$ cat src/hdl/variable_partition_allocator_macros.svh
// Assertion macros for the variable partition allocator.
`ifndef VARIABLE_PARTITION_ALLOCATOR_MACROS_SVH
`define VARIABLE_PARTITION_ALLOCATOR_MACROS_SVH

`ifndef SYNTHESIS
`define VPA_ASSERT_SAME(lbl, clk, rst, ante, cons) \
   lbl: assert property (@(posedge clk) disable iff (rst) (ante) |-> (cons)) \
      else $error("assertion failed");
`define VPA_ASSERT_NEXT(lbl, clk, rst, ante, cons) \
   lbl: assert property (@(posedge clk) disable iff (rst) (ante) |=> (cons)) \
      else $error("assertion failed");
`else
`define VPA_ASSERT_SAME(lbl, clk, rst, ante, cons)
`define VPA_ASSERT_NEXT(lbl, clk, rst, ante, cons)
`endif

`endif

$ cat src/hdl/vpa_pkg.sv
`timescale 1ns / 1ps
package vpa_pkg;

   localparam int MAX_SEGMENTS_DEF = 64;
   localparam int ADDR_BITS_DEF    = 16;
   localparam int CSR_ADDR_W       = 3;
   localparam logic [15:0] RESET_TOTAL = 16'hFFFF;

   typedef enum logic [1:0] {
      FUNC_FIRST = 2'd0,
      FUNC_BEST  = 2'd1,
      FUNC_WORST = 2'd2,
      FUNC_FREE  = 2'd3
   } func_type;

   typedef enum logic [1:0] {
      ST_OK     = 2'd0,
      ST_NOFIT  = 2'd1,
      ST_NOUSED = 2'd2,
      ST_FULL   = 2'd3
   } status_type;

   typedef enum logic [2:0] {
      CMD_NONE,
      CMD_INIT,
      CMD_INSERT,
      CMD_MARK,
      CMD_MERGE
   } cmd_op_type;

   typedef enum logic [2:0] {
      S_IDLE,
      S_SCAN,
      S_DECIDE,
      S_MERGE_R,
      S_MERGE_L,
      S_RESP
   } state_type;

   typedef struct packed {
      cmd_op_type op;
      logic       used;
   } cell_cmd_type;

   typedef struct packed {
      logic hit;
      logic just_hit;
      logic last_free;
      logic prev_free;
      logic next_free;
   } tok_flags_type;

endpackage

$ cat src/hdl/vpa_cell.sv
`timescale 1ns / 1ps
module vpa_cell #(
   parameter int ADDR_BITS = 16,
   parameter int IDX_W     = 6,
   parameter int INDEX     = 0
) (
   input  logic                   clock,
   input  logic                   reset,
   input  vpa_pkg::cell_cmd_type  cmd,
   input  logic [IDX_W-1:0]       cmd_idx,
   input  logic [ADDR_BITS-1:0]   cmd_val,
   input  vpa_pkg::func_type      policy,
   input  logic [ADDR_BITS-1:0]   scan_need,
   input  logic [ADDR_BITS-1:0]   scan_addr,
   input  logic [ADDR_BITS-1:0]   left_start,
   input  logic [ADDR_BITS-1:0]   left_size,
   input  logic                   left_used,
   input  logic                   left_valid,
   input  logic [ADDR_BITS-1:0]   right_start,
   input  logic [ADDR_BITS-1:0]   right_size,
   input  logic                   right_used,
   input  logic                   right_valid,
   input  vpa_pkg::tok_flags_type tok_in,
   input  logic [IDX_W-1:0]       tok_idx_in,
   input  logic [ADDR_BITS-1:0]   tok_size_in,
   input  logic [ADDR_BITS-1:0]   tok_start_in,
   output logic [ADDR_BITS-1:0]   seg_start,
   output logic [ADDR_BITS-1:0]   seg_size,
   output logic                   seg_used,
   output logic                   seg_valid,
   output vpa_pkg::tok_flags_type tok_out,
   output logic [IDX_W-1:0]       tok_idx_out,
   output logic [ADDR_BITS-1:0]   tok_size_out,
   output logic [ADDR_BITS-1:0]   tok_start_out
);
   import vpa_pkg::*;

   localparam logic [IDX_W:0] MY = (IDX_W+1)'(INDEX);

   logic [ADDR_BITS-1:0] start_ff, start_in, size_ff, size_in;
   logic                 used_ff, used_in, valid_ff, valid_in;
   tok_flags_type        tok_ff, tok_next_in;
   logic [IDX_W-1:0]     tidx_ff, tidx_in;
   logic [ADDR_BITS-1:0] tsize_ff, tsize_in, tstart_ff, tstart_in;
   logic [IDX_W:0]       k, k1;
   logic                 my_free, fits, take;

   assign k  = {1'b0, cmd_idx};
   assign k1 = k + 1'b1;

   always_comb begin
      start_in = start_ff;
      size_in  = size_ff;
      used_in  = used_ff;
      valid_in = valid_ff;
      case (cmd.op)
         CMD_INIT: begin
            start_in = '0;
            size_in  = cmd_val;
            used_in  = 1'b0;
            valid_in = (INDEX == 0);
         end
         CMD_INSERT: begin
            if (MY == k) begin
               size_in = cmd_val;
               used_in = 1'b1;
            end else if (MY == k1) begin
               start_in = left_start + cmd_val;
               size_in  = left_size - cmd_val;
               used_in  = 1'b0;
               valid_in = 1'b1;
            end else if (MY > k1) begin
               start_in = left_start;
               size_in  = left_size;
               used_in  = left_used;
               valid_in = left_valid;
            end
         end
         CMD_MARK: begin
            if (MY == k) used_in = cmd.used;
         end
         CMD_MERGE: begin
            if (MY == k) begin
               size_in = size_ff + right_size;
            end else if (MY > k) begin
               start_in = right_start;
               size_in  = right_size;
               used_in  = right_used;
               valid_in = right_valid;
            end
         end
         default: ;
      endcase
   end

   assign my_free = valid_ff && !used_ff;
   assign fits    = my_free && (size_ff >= scan_need) && (scan_need != '0);

   always_comb begin
      case (policy)
         FUNC_FIRST: take = fits && !tok_in.hit;
         FUNC_BEST:  take = fits && (!tok_in.hit || size_ff < tok_size_in);
         FUNC_WORST: take = fits && (!tok_in.hit || size_ff > tok_size_in);
         FUNC_FREE:  take = valid_ff && used_ff && (start_ff == scan_addr) && !tok_in.hit;
         default:    take = 1'b0;
      endcase
      tok_next_in.hit       = tok_in.hit || take;
      tok_next_in.just_hit  = take;
      tok_next_in.last_free = my_free;
      tok_next_in.prev_free = take ? tok_in.last_free : tok_in.prev_free;
      tok_next_in.next_free = tok_in.just_hit ? my_free : tok_in.next_free;
      tidx_in   = take ? IDX_W'(INDEX) : tok_idx_in;
      tsize_in  = take ? size_ff : tok_size_in;
      tstart_in = take ? start_ff : tok_start_in;
   end

   always_ff @(posedge clock) begin
      if (reset) begin
         start_ff  <= '0;
         size_ff   <= ADDR_BITS'(RESET_TOTAL);
         used_ff   <= 1'b0;
         valid_ff  <= (INDEX == 0);
         tok_ff    <= '0;
      end else begin
         start_ff  <= start_in;
         size_ff   <= size_in;
         used_ff   <= used_in;
         valid_ff  <= valid_in;
         tok_ff    <= tok_next_in;
      end
      tidx_ff   <= tidx_in;
      tsize_ff  <= tsize_in;
      tstart_ff <= tstart_in;
   end

   assign seg_start     = start_ff;
   assign seg_size      = size_ff;
   assign seg_used      = used_ff;
   assign seg_valid     = valid_ff;
   assign tok_out       = tok_ff;
   assign tok_idx_out   = tidx_ff;
   assign tok_size_out  = tsize_ff;
   assign tok_start_out = tstart_ff;

endmodule

$ cat config.mk
export PLATFORM = sky130hd
export DESIGN_NAME = vpa_cell
export DESIGN_NICKNAME = d
export VERILOG_FILES = /design/src/hdl/variable_partition_allocator_macros.svh /design/src/hdl/vpa_pkg.sv /design/src/hdl/vpa_cell.sv
export SDC_FILE = /design/constraint.sdc
export NUM_CORES = 1
export LEC_CHECK = 0
export BUFFER_PORTS_ARGS = -buffer_cell sky130_fd_sc_hd__buf_4
export CORE_ASPECT_RATIO = 0.5
export CORE_MARGIN = 3
export CORE_UTILIZATION = 50
export DETAILED_ROUTE_END_ITERATION = 8
export GPL_TIMING_DRIVEN = 0
export PLACE_DENSITY_LB_ADDON = 0.2
export SLEW_MARGIN = 20
export SYNTH_ARGS = -nofsm -noshare
export SYNTH_HDL_FRONTEND = slang
export SYNTH_SLANG_ARGS = --single-unit
export TNS_END_PERCENT = 10
$ cat constraint.sdc
create_clock -name clock -period 2.8 [get_ports clock]
set_clock_uncertainty 0.05 [all_clocks]
set_input_delay 0.28 -clock clock [delete_from_list [all_inputs] [get_ports clock]]
set_output_delay 0.28 -clock clock [all_outputs]
set_load 0.1 [all_outputs]
* After elaboration in Yosys (flattened, before gate mapping) *
Index checks and enable logic that the tools add are counted.

storage, ports and cells
  register bits after elaboration = 77
  input bits = 173
  output and inout port bits = 77
  word-level logic and storage cells = 89

cells by class
  $add $sub $neg = 4
  order comparisons = 5
  equality and inequality tests = 15
  mux-type cells = 30
  reductions and logical operators = 23

operators with widths
  operator                                                                         number
  16-bit two-way mux                                                               12
  16-bit one-hot mux with 3 select lines                                           2
  16-bit adder                                                                     2
  16-bit == test                                                                   1
  16-bit >= comparator                                                             1
  16-bit greater-than comparator                                                   1
  16-bit < comparator                                                              1
  16-bit nonzero test                                                              1
  16-bit subtractor                                                                1
  7-bit zero test                                                                  2
  1-bit two-way mux                                                                13
  5-bit AND reduction                                                              2
  1-bit logical AND                                                                9
  2-bit != test (second input constant)                                            4
  1-bit one-hot mux with 4 select lines                                            2
  6-bit by 1-bit adder with 7-bit output (second input constant)                   1
  1-bit by 7-bit greater-than comparator with 1-bit output (first input constant)  1
  3-bit by 2-bit == test with 1-bit output (second input constant)                 2
  1-bit by 6-bit greater-than comparator with 1-bit output (first input constant)  1
  3-bit != test (second input constant)                                            2
  2-bit == test (second input constant)                                            2
  4-bit != test (second input constant)                                            1
  4-bit nonzero test                                                               1
  3-bit by 1-bit == test with 1-bit output (second input constant)                 1
  other kinds (8)                                                                  11

* Longest topological paths before layout *
Gate-level depths: netlist of the first run.

  depth in word-level cells = 7
  mapped depth = 13
  mapped depth without buffers = 12

* Least setup slack after synthesis of the first run *
Ideal clock, no wire load.

  path kind = register -> register
  from = register size_ff[0], in the netlist seg_size[0]
  to = register size_ff[14], in the netlist seg_size[14]
  library setup time = 0.122 ns
  data arrival time = 3.173 ns
  required time = 2.628 ns
  path slack = -0.545 ns
  cell stages (with the launch flop) = 13
  buffers on the path = 0
  period minus slack after synthesis = 3.345 ns
  cells stage by stage = dfxtp_1 ha_1 inv_1 fa_1 nor2b_1 o21ai_0 a21oi_1 o31a_1 a31oi_1 nor2b_1 mux2i_1 o22ai_1 a311o_1

between the ends
  longest elaborated chain between the ends = 3

ends and longest elaborated chain
  element                                 line             text
  start: declaration                      vpa_cell.sv:40   logic [ADDR_BITS-1:0] start_ff, start_in, size_ff, size_in;
  start signal: assignment                vpa_cell.sv:120  size_ff <= ADDR_BITS'(RESET_TOTAL);
  start signal: assignment                vpa_cell.sv:126  size_ff <= size_in;
  16-bit adder                            vpa_cell.sv:84   size_in = size_ff + right_size;
  16-bit two-way mux                      vpa_cell.sv:83   if (MY == k) begin
  16-bit one-hot mux with 3 select lines  vpa_cell.sv:56   case (cmd.op)

No other way between the ends.
A chain may end at the register's enable or synchronous reset.

* Worst setup path after layout of the first run *
  from = register size_ff[5], in the netlist seg_size[5]
  to = register size_ff[15], in the netlist seg_size[15]

The elaborated chain is that of the path after synthesis.

==> results.md, run 1 <==
- Routed len/inst: 19.1 µm
- Area Overhead vs Synth: 38.2%
- Layout Utilization: 0.735
- Hold Fails Final Rpt: 0
- LEAKAGE: 4.25 nW
- Initial core utilization: 0.532
- Number of global-route vias before repair: 6824
- Clock Path Buffers: 2
- #FFs+latches synth: 77
- Run status: finished, violations left
- Failing checks: setup timing
- Clk_lat worst skew: 0.34 ns
- Num CTS Buffers: 9
- Slew headroom: 0.499
- I/O Buffers: 234
- EDFF count, synth: 0
- Tightest Pin Transition: 0.747 ns
- Cts hold-fix bufs: 0
- H-tree level count: 3
- Setup crit end kind: flip-flop
- Final #Nets: 1334
- Share of cells above drive strength 1: 0.318
- Final Cycle Share: 1.00
- Synthesized area: 6540 µm²
- Clock Sink Count: 77
- Yosys warning count: 0
- Core Footprint: 12300 µm²
- Pins Over Slew Limit: 0
- Worst VDD drop: 0.691 mV
- Synth async-reset ratio: 0
- Top cells by area, synth: dfxtp_1 24%, ha_1 16%, nand2_1 4.8%
- Min Hold Slack: 0.103 ns
- Critical path class: reg2reg
- Total grt overflow: 0
- Sequential fraction of the synthesis area: 0.236
- Syn Area/Cell: 7.92 µm²
- Critical path's slowest cell: or3_4
- GRT Util Overall: 0.311
- Slowest stage delay, CP: 0.43 ns
- Die Ht: 86.9 µm
- Post-route ant nets: 0
- First-pass detailed-route iteration total: 5
- Area share of the largest cell type after synthesis: 0.236
- DRC violations left: 0
- Fin area: 9040 µm²
- Antenna fix cells: 0
- FP Rows: 28
- Cell taking the most area after synthesis: dfxtp_1
- RSZ-0062 raised after global routing: yes
- Cells along the critical path: ha_1 > or3_4 > or3_1 > o221ai_2 > o21ai_1 > o41ai_2 > xor2_1 > and2_1 > o21ai_1 > a41oi_1
- Vias per inst: 5.83
- HP Class: in2reg
- DPL Wire Length: 19100 µm
- Post-Syn Nets: 1083
- CTS tree: built
- Most numerous cell on the critical path: o21ai_1
- Cells after Synth: 825
- Critical path launch point type: flip-flop
- Max Clk Rate: 356 MHz
- Placer congestion estimate: 0.951
- Die footprint: 14600 µm²
- Placed inst area: 8550 µm²
- Pwr per Cell Area: 495 nW/µm²
- DRT Wirelength: 23700 µm
- Min Tclk post-route: 2.81 ns
- Setup violators final: 1
- First-pass GRT wire length: 35600 µm
- Crit-path max FO: 6
- WP data arrival: 3.01 ns
- Primary FF master, synth: dfxtp_1
- Initial DRC count: 633
- Setup WS post-layout: -0.00862 ns
- Clock transition at the registers of the reported paths: 0.06 ns
- Initial antenna violation count: 0
- Via Count: 7269
- Clk root buf: clkbuf_16
- Die width: 168 µm
- I/O pin cnt: 250
- Max cap viols: 0
- Synth unique cells: 71
- Required time worst endpoint: 3.00 ns
- Largest net degree at the start of global routing: 16
[path summary, 6_finish.rpt]
path / start / to / slack (ns) / depth (start not counted)
worst max-delay path: seg_size[5] / seg_size[15] / -0.009 / 10
worst min-delay path: tok_idx_in[4] / tok_idx_out[4] / 0.10 / 2
worst max register to register: seg_size[5] / seg_size[15] / -0.009 / 10
worst min register to register: seg_start[13] / seg_start[13] / 0.44 / 2
[kinds of logic (layout without fill, tap and decap cells)]
family	after synthesis	after routing	share of synthesized area
muxes	24	24	0.0400
buffers and inverters	93	349	0.0555
DFF	77	77	0.236
and+or+nand+nor	260	260	0.198
AOI/OAI and AO/OA	237	237	0.239
xor gates and xnor gates	49	49	0.0656
adders and majority gates	85	85	0.166
[worst max-delay path, delay by kind of cell (launching register included)]
family	cells	cell delay, ns
simple gates	3	0.93
compound gates	5	0.91
xor+xnor	1	0.25
flops	1	0.37
fa+ha+maj	1	0.22
[where the power goes]
group | switching (W) | total (W) | internal (W)
sequential | 0.0000542 | 0.00125 | 0.00120
combinational | 0.00135 | 0.00201 | 0.000657
clock | 0.000508 | 0.00121 | 0.000702
[cell usage in the layout (no fill, tap or decap), types with 9 or more instances in the layout]
cell	instances
dfxtp_2	23
a21o_1	15
nand2_1	83
xnor2_1	20
nand2b_1	12
nor3_1	19
clkbuf_16	9
o21a_1	14
nand3_1	18
nor4_1	11
o21ai_0	60
and3_1	11
inv_1	67
nor2_1	47
buf_4	239
mux2_2	17
dfxtp_1	49
xor2_1	29
clkbuf_1	13
ha_1	81
nor2b_1	19
a21oi_1	56
[area by class of cell]
cell class,instances,area (µm²)
multi-input combinational,655,4730
buffer,25,133
clock buffer,9,225
clock inverter,7,80.1
inverter,68,255
fill,1002,3260
tap,165,206
sequential,77,1590
timing repair buffer,240,1810
[metal layers]
layer,vias up,share of wire,track usage
met1,3328,0.43,0.433
met2,389,0.43,0.481
met3,52,0.11,0.0698
met4,0,0.029,0.102
met5,-,0,0
li1,3500,-,-
[flip-flops by register name (all words and copies together), names as in the netlist]
signal	cells
tok_out	5
tok_size_out	16
seg_start	16
tok_start_out	16
seg_size	16
tok_idx_out	6
seg_valid	1
seg_used	1
[synth_stat cells, types with 9 or more instances]
library cell,count
nor2_1,48
nor4_1,12
o21ai_0,61
nor3_1,22
inv_1,68
nand3_1,18
nand2_1,83
a21oi_1,58
clkbuf_1,16
nand2b_1,12
o21a_1,14
a31oi_1,9
a211oi_1,9
xor2_1,29
a21o_1,15
dfxtp_1,77
nor2b_1,20
ha_1,82
and3_1,11
mux2_2,17
xnor2_1,20
[through the flow]
step	setup WS, ns	TNS (ns)	power, W	cells
after global placement	-0.436	-10.81	0.00318	1224
after floorplan	-0.0103	-0.0103	0.00266	825
after CTS	-0.0485	-0.0485	0.00443	1241
after global routing	-0.117	-0.201	0.00465	1246
after detailed placement	-0.501	-13.95	0.00322	1224
final	-0.00862	-0.00862	0.00447	1246
[timing repair]
action / CTS / global route
pin swaps: 2 / 8
gates resized for setup: 7 / 31
endpoints found under the setup margin: 46 / 50
buffers inserted: 1 / 5
Note: power is estimated with default switching activity, not from simulation.
==> run 2, diff against run 1 <==
- clock period: 2.8 -> 3.6 ns (I/O delays scaled with it)
==> results.md, run 2 (synthesis results as in run 1) <==
- Die width: 168 µm
- First-pass GRT wire length: 35500 µm
- Run status: complete, no violations
- Pint: 0.00197 W
- Final Cycle Share: 0.882
- Most common cell after layout, fill and taps aside: buf_4
- FILL cells: 1025
- CP delay by family, top: compound AO/OA/AOI/OAI gates
- RSZ-0062 raised after global routing: no
- Post-cts resize count: 0
- Initial core utilization: 0.532
- Worst VDD drop: 0.419 mV
- Tightest Pin Transition: 0.968 ns
- CTS tree: built
- Placer congestion estimate: 0.955
- Area of the multi-input gates: 4640 µm²
- Core Footprint: 12300 µm²
- Num CTS Buffers: 9
- First-pass detailed-route iteration total: 6
- Setup TNS: 0 ns
- GRT Util Overall: 0.309
- Part of the power in registers: 0.282
- Critical path class: reg2reg
- Pins Over Slew Limit: 0
- Crit-path max FO: 10
- Worst hold start: tok_idx_in[4]
- Routed len/inst: 19.1 µm
- Max Clk Rate: 315 MHz
- Clk root buf: clkbuf_16
- Min Hold Slack: 0.179 ns
- Total power: 0.00345 W
- Crit path from: seg_size[9]
- Clock Sink Count: 77
- Sw Pwr: 0.00148 W
- Critical path launch point type: flip-flop
- Final #Nets: 1328
- Slowest stage delay, CP: 0.55 ns
- Vias per inst: 5.85
- Most frequent cells in the layout: 234 x buf_4, 83 x nand2_1, 82 x ha_1, 77 x dfxtp_1, 68 x inv_1
- Postcts setup bufs: 0
- Hold path endpoint: tok_idx_out[4]
- HP Class: in2reg
- Placed Cells: 1224
- Antenna fix cells: 0
- DPL Wire Length: 19100 µm
- Die footprint: 14600 µm²
- Number of global-route vias before repair: 6826
- Die Ht: 86.9 µm
- Register area: 1540 µm²
- Fin cells: 1240
- Critical path's slowest cell: dfxtp_1
- Sw frac: 0.428
- FP Rows: 28
- Placed inst area: 8500 µm²
- Post-route ant nets: 0
- H-tree level count: 3
- Fin area: 8810 µm²
- CP Buf/Inv Count: 2
- Worst R2R Start: seg_size[9]
- DRC violations left: 0
- Setup crit end kind: flip-flop
- Share of cells above drive strength 1: 0.267
- WP data arrival: 3.35 ns
- Pwr per Cell Area: 391 nW/µm²
- Total grt overflow: 0
- Initial antenna violation count: 0
- Hold depth: 2
- Hold Fails Final Rpt: 0
- Min Tclk post-route: 3.18 ns
- Clock share of power: 0.273
- Largest net degree at the start of global routing: 16
- Crit path depth: 11
- Clock Path Buffers: 2
- LEAKAGE: 4.19 nW
- I/O pin cnt: 250
- Cells along the critical path: ha_1 > a21o_1 > a21o_1 > a21oi_1 > o21ai_0 > a211oi_1 > mux2i_1 > a2bb2oi_1 > buf_2 > buf_2 > mux2_2
- Slew headroom: 0.347
- Via Count: 7258
- Combinational Power Share: 0.445
- DRT Wirelength: 23600 µm
- R2r endpoint: tok_start_out[11]
- Initial DRC count: 660
- Cts hold-fix bufs: 0
- I/O Buffers: 234
- R2R cell count: 11
- Max cap viols: 0
- Clk_lat worst skew: 0.34 ns
- Area Overhead vs Synth: 34.8%
- Clock transition at the registers of the reported paths: 0.06 ns
- Setup violators final: 0
- Reg-to-reg slack, setup: 0.42 ns
- Required time worst endpoint: 3.77 ns
[run 2: cell types whose count changed in the layout (fill, tap and decap cells not counted), moves of 3 or more]
cell | before | now
dfxtp_4 | 5 | 0
buf_4 | 239 | 234
clkbuf_1 | 13 | 16
clkbuf_2 | 4 | 0
buf_6 | 4 | 1
dfxtp_2 | 23 | 0
dfxtp_1 | 49 | 77
[run 2: power groups by stage]
stage | Combinational (W) | Clock [W] | Sequential, W
6_report | 0.00153 | 0.000939 | 0.000973
5_1_grt | 0.00162 | 0.000992 | 0.000980
4_1_cts | 0.00152 | 0.000945 | 0.000972
3_5_place_dp | 0.00151 | 0 | 0.000991
3_3_place_gp | 0.00148 | 0 | 0.000988
2_1_floorplan | 0.000511 | 0 | 0.00156
[run 2: worst max path at each step]
stage,endpoint,slack [ns]
finish,tok_start_out[11],0.42
floorplan,seg_size[14],0.25
global route,seg_start[8],0.23
global placement,seg_start[11],0.28
detailed placement,seg_start[11],0.24
CTS,tok_start_out[5],0.49
[run 2: worst reg2reg max path, stage by stage (launching register included)]
cell and delay, ns:
dfxtp_1 0.55, ha_1 0.35, a21o_1 0.19, a21o_1 0.16, a21oi_1 0.13, o21ai_0 0.09
a211oi_1 0.25, mux2i_1 0.12, a2bb2oi_1 0.19, buf_2 0.30, buf_2 0.31, mux2_2 0.38
[run 2: layout make-up]
class / instances / area share
multi-input cells: 655 / 0.526
well taps: 165 / 0.0234
clock buffers: 9 / 0.0256
clock inverters: 7 / 0.00909
inverters: 68 / 0.0290
repair buffers: 234 / 0.199
plain buffers: 25 / 0.0122
flip-flops and latches: 77 / 0.175
[run 2: per-layer routing]
layer,vias up,share of wire,track usage
met4,0,0.017,0.0676
li1,3488,-,-
met3,37,0.11,0.0830
met2,417,0.44,0.494
met5,-,0,0
met1,3316,0.43,0.425
[run 2: metrics by stage]
step | setup WS (ns) | utilization
CTS | 0.487 | 0.716
global placement | 0.280 | 0.691
global route | 0.231 | 0.717
floorplan | 0.255 | -
finish | 0.424 | 0.717
detailed placement | 0.244 | 0.691
==> run 3, diff against run 2 <==
- CORE_ASPECT_RATIO: 0.5 -> default
==> results.md, run 3 (synthesis results as in run 1) <==
- Run status: complete, no violations
- Area of the multi-input gates: 4640 µm²
- CTS tree: built
- Area Overhead vs Synth: 34.9%
- Clock Sink Count: 77
- Max Clk Rate: 318 MHz
- WP data arrival: 3.32 ns
- Core Footprint: 12700 µm²
- Die Ht: 120 µm
- Antenna fix cells: 0
- Die footprint: 14500 µm²
- Post-route ant nets: 0
- Critical path launch point type: flip-flop
- Cts hold-fix bufs: 0
- Pins Over Slew Limit: 0
- FILL cells: 1093
- Clock share of power: 0.277
- Slew headroom: 0.420
- Post-cts resize count: 0
- Sw Pwr: 0.00146 W
- Initial core utilization: 0.514
- Pwr per Cell Area: 389 nW/µm²
- DRC violations left: 0
- Max cap viols: 0
- FP Rows: 41
- Setup violators final: 0
- Clock Path Buffers: 2
- Worst VDD drop: 0.235 mV
- I/O Buffers: 234
- Die width: 120 µm
- Initial DRC count: 651
- Via Count: 7059
- Min Hold Slack: 0.181 ns
- Final #Nets: 1328
- GRT Util Overall: 0.284
- Postcts setup bufs: 0
- Placed inst area: 8510 µm²
- First-pass detailed-route iteration total: 5
- DPL Wire Length: 17600 µm
- Setup TNS: 0 ns
- Total grt overflow: 0
- Final Cycle Share: 0.874
- LEAKAGE: 4.20 nW
- Hold Fails Final Rpt: 0
- Clk root buf: clkbuf_16
- Layout Utilization: 0.693
- Most common cell after layout, fill and taps aside: buf_4
- RSZ-0062 raised after global routing: no
- Sw frac: 0.425
- I/O pin cnt: 250
- Initial antenna violation count: 0
- Combinational Power Share: 0.441
- Num CTS Buffers: 9
- Part of the power in registers: 0.282
- Crit-path max FO: 10
- Share of cells above drive strength 1: 0.267
- Fin area: 8820 µm²
- Worst slack, placed: 0.242 ns
- DRT Wirelength: 21500 µm
- Critical path class: reg2reg
- First-pass GRT wire length: 32900 µm
- Setup WS post-layout: 0.454 ns
- Clk_lat worst skew: 0.34 ns
- Most frequent cells in the layout: 234 x buf_4, 83 x nand2_1, 82 x ha_1, 77 x dfxtp_1, 68 x inv_1
- Register area: 1540 µm²
- H-tree level count: 3
- Largest net degree at the start of global routing: 16
- Clock transition at the registers of the reported paths: 0.07 ns
- HP Class: in2reg
- Routed len/inst: 17.3 µm
- Setup crit end kind: flip-flop
- Placer congestion estimate: 0.968
- Pint: 0.00197 W
- Vias per inst: 5.66
- Required time worst endpoint: 3.77 ns
- Tightest Pin Transition: 0.864 ns
- Number of global-route vias before repair: 6538
- Min Tclk post-route: 3.15 ns
==> run 3: cell types whose count changed in the layout (fill, tap and decap cells not counted) <==
cell,previous run,this run
clkinv_2,0,1
inv_8,0,1
clkinv_4,0,1
inv_6,4,3
clkinvlp_4,2,0
==> run 3: worst paths after layout <==
| check | cells after the start | to | slack, ns | start |
|---|---|---|---|---|
| setup / recovery | 11 | tok_start_out[6] | 0.45 | seg_size[9] |
| hold / removal | 2 | tok_idx_out[1] | 0.18 | tok_idx_in[1] |
| setup reg to reg | 11 | tok_start_out[6] | 0.45 | seg_size[9] |
| hold reg to reg | 2 | seg_start[3] | 0.46 | seg_start[3] |
==> run 3: power groups by stage <==
| stage | Combinational, W | Clock, W | Sequential, W |
|---|---|---|---|
| 2_1_floorplan | 0.000511 | 0 | 0.00156 |
| 3_3_place_gp | 0.00148 | 0 | 0.000984 |
| 3_5_place_dp | 0.00150 | 0 | 0.000986 |
| 4_1_cts | 0.00151 | 0.000955 | 0.000967 |
| 5_1_grt | 0.00161 | 0.000983 | 0.000974 |
| 6_report | 0.00151 | 0.000951 | 0.000967 |
==> run 3: worst max-delay path, cell delays in order (launching register included) <==
cell and delay (ns):
dfxtp_1 0.51, ha_1 0.32, a21o_1 0.18, a21o_1 0.18
a21oi_1 0.13, o21ai_0 0.11, a211oi_1 0.23, mux2i_1 0.12
a2bb2oi_1 0.16, buf_2 0.33, buf_2 0.32, mux2_2 0.37
==> run 3: layout make-up <==
class / count / share of cell area
Timing Repair Buffer: 234 / 0.199
Inverter: 68 / 0.0289
Clock buffer: 9 / 0.0255
Buffer: 25 / 0.0122
Multi-Input combinational cell: 655 / 0.526
Sequential cell: 77 / 0.175
Tap cell: 172 / 0.0244
Clock inverter: 7 / 0.00922
==> run 3: metrics by stage <==
stage          total power (W)  instances
2_1_floorplan          0.00207        825
3_3_place_gp           0.00247       1231
3_5_place_dp           0.00248       1231
4_1_cts                0.00343       1247
5_1_grt                0.00357       1247
6_report               0.00343       1247
==> run 3: layer usage <==
layer | track usage | part of all wire | vias to the layer above
li1 | - | - | 3489
met4 | 0.101 | 0.032 | 0
met3 | 0.0486 | 0.091 | 53
met1 | 0.368 | 0.42 | 3196
met2 | 0.478 | 0.46 | 321
met5 | 0 | 0 | -
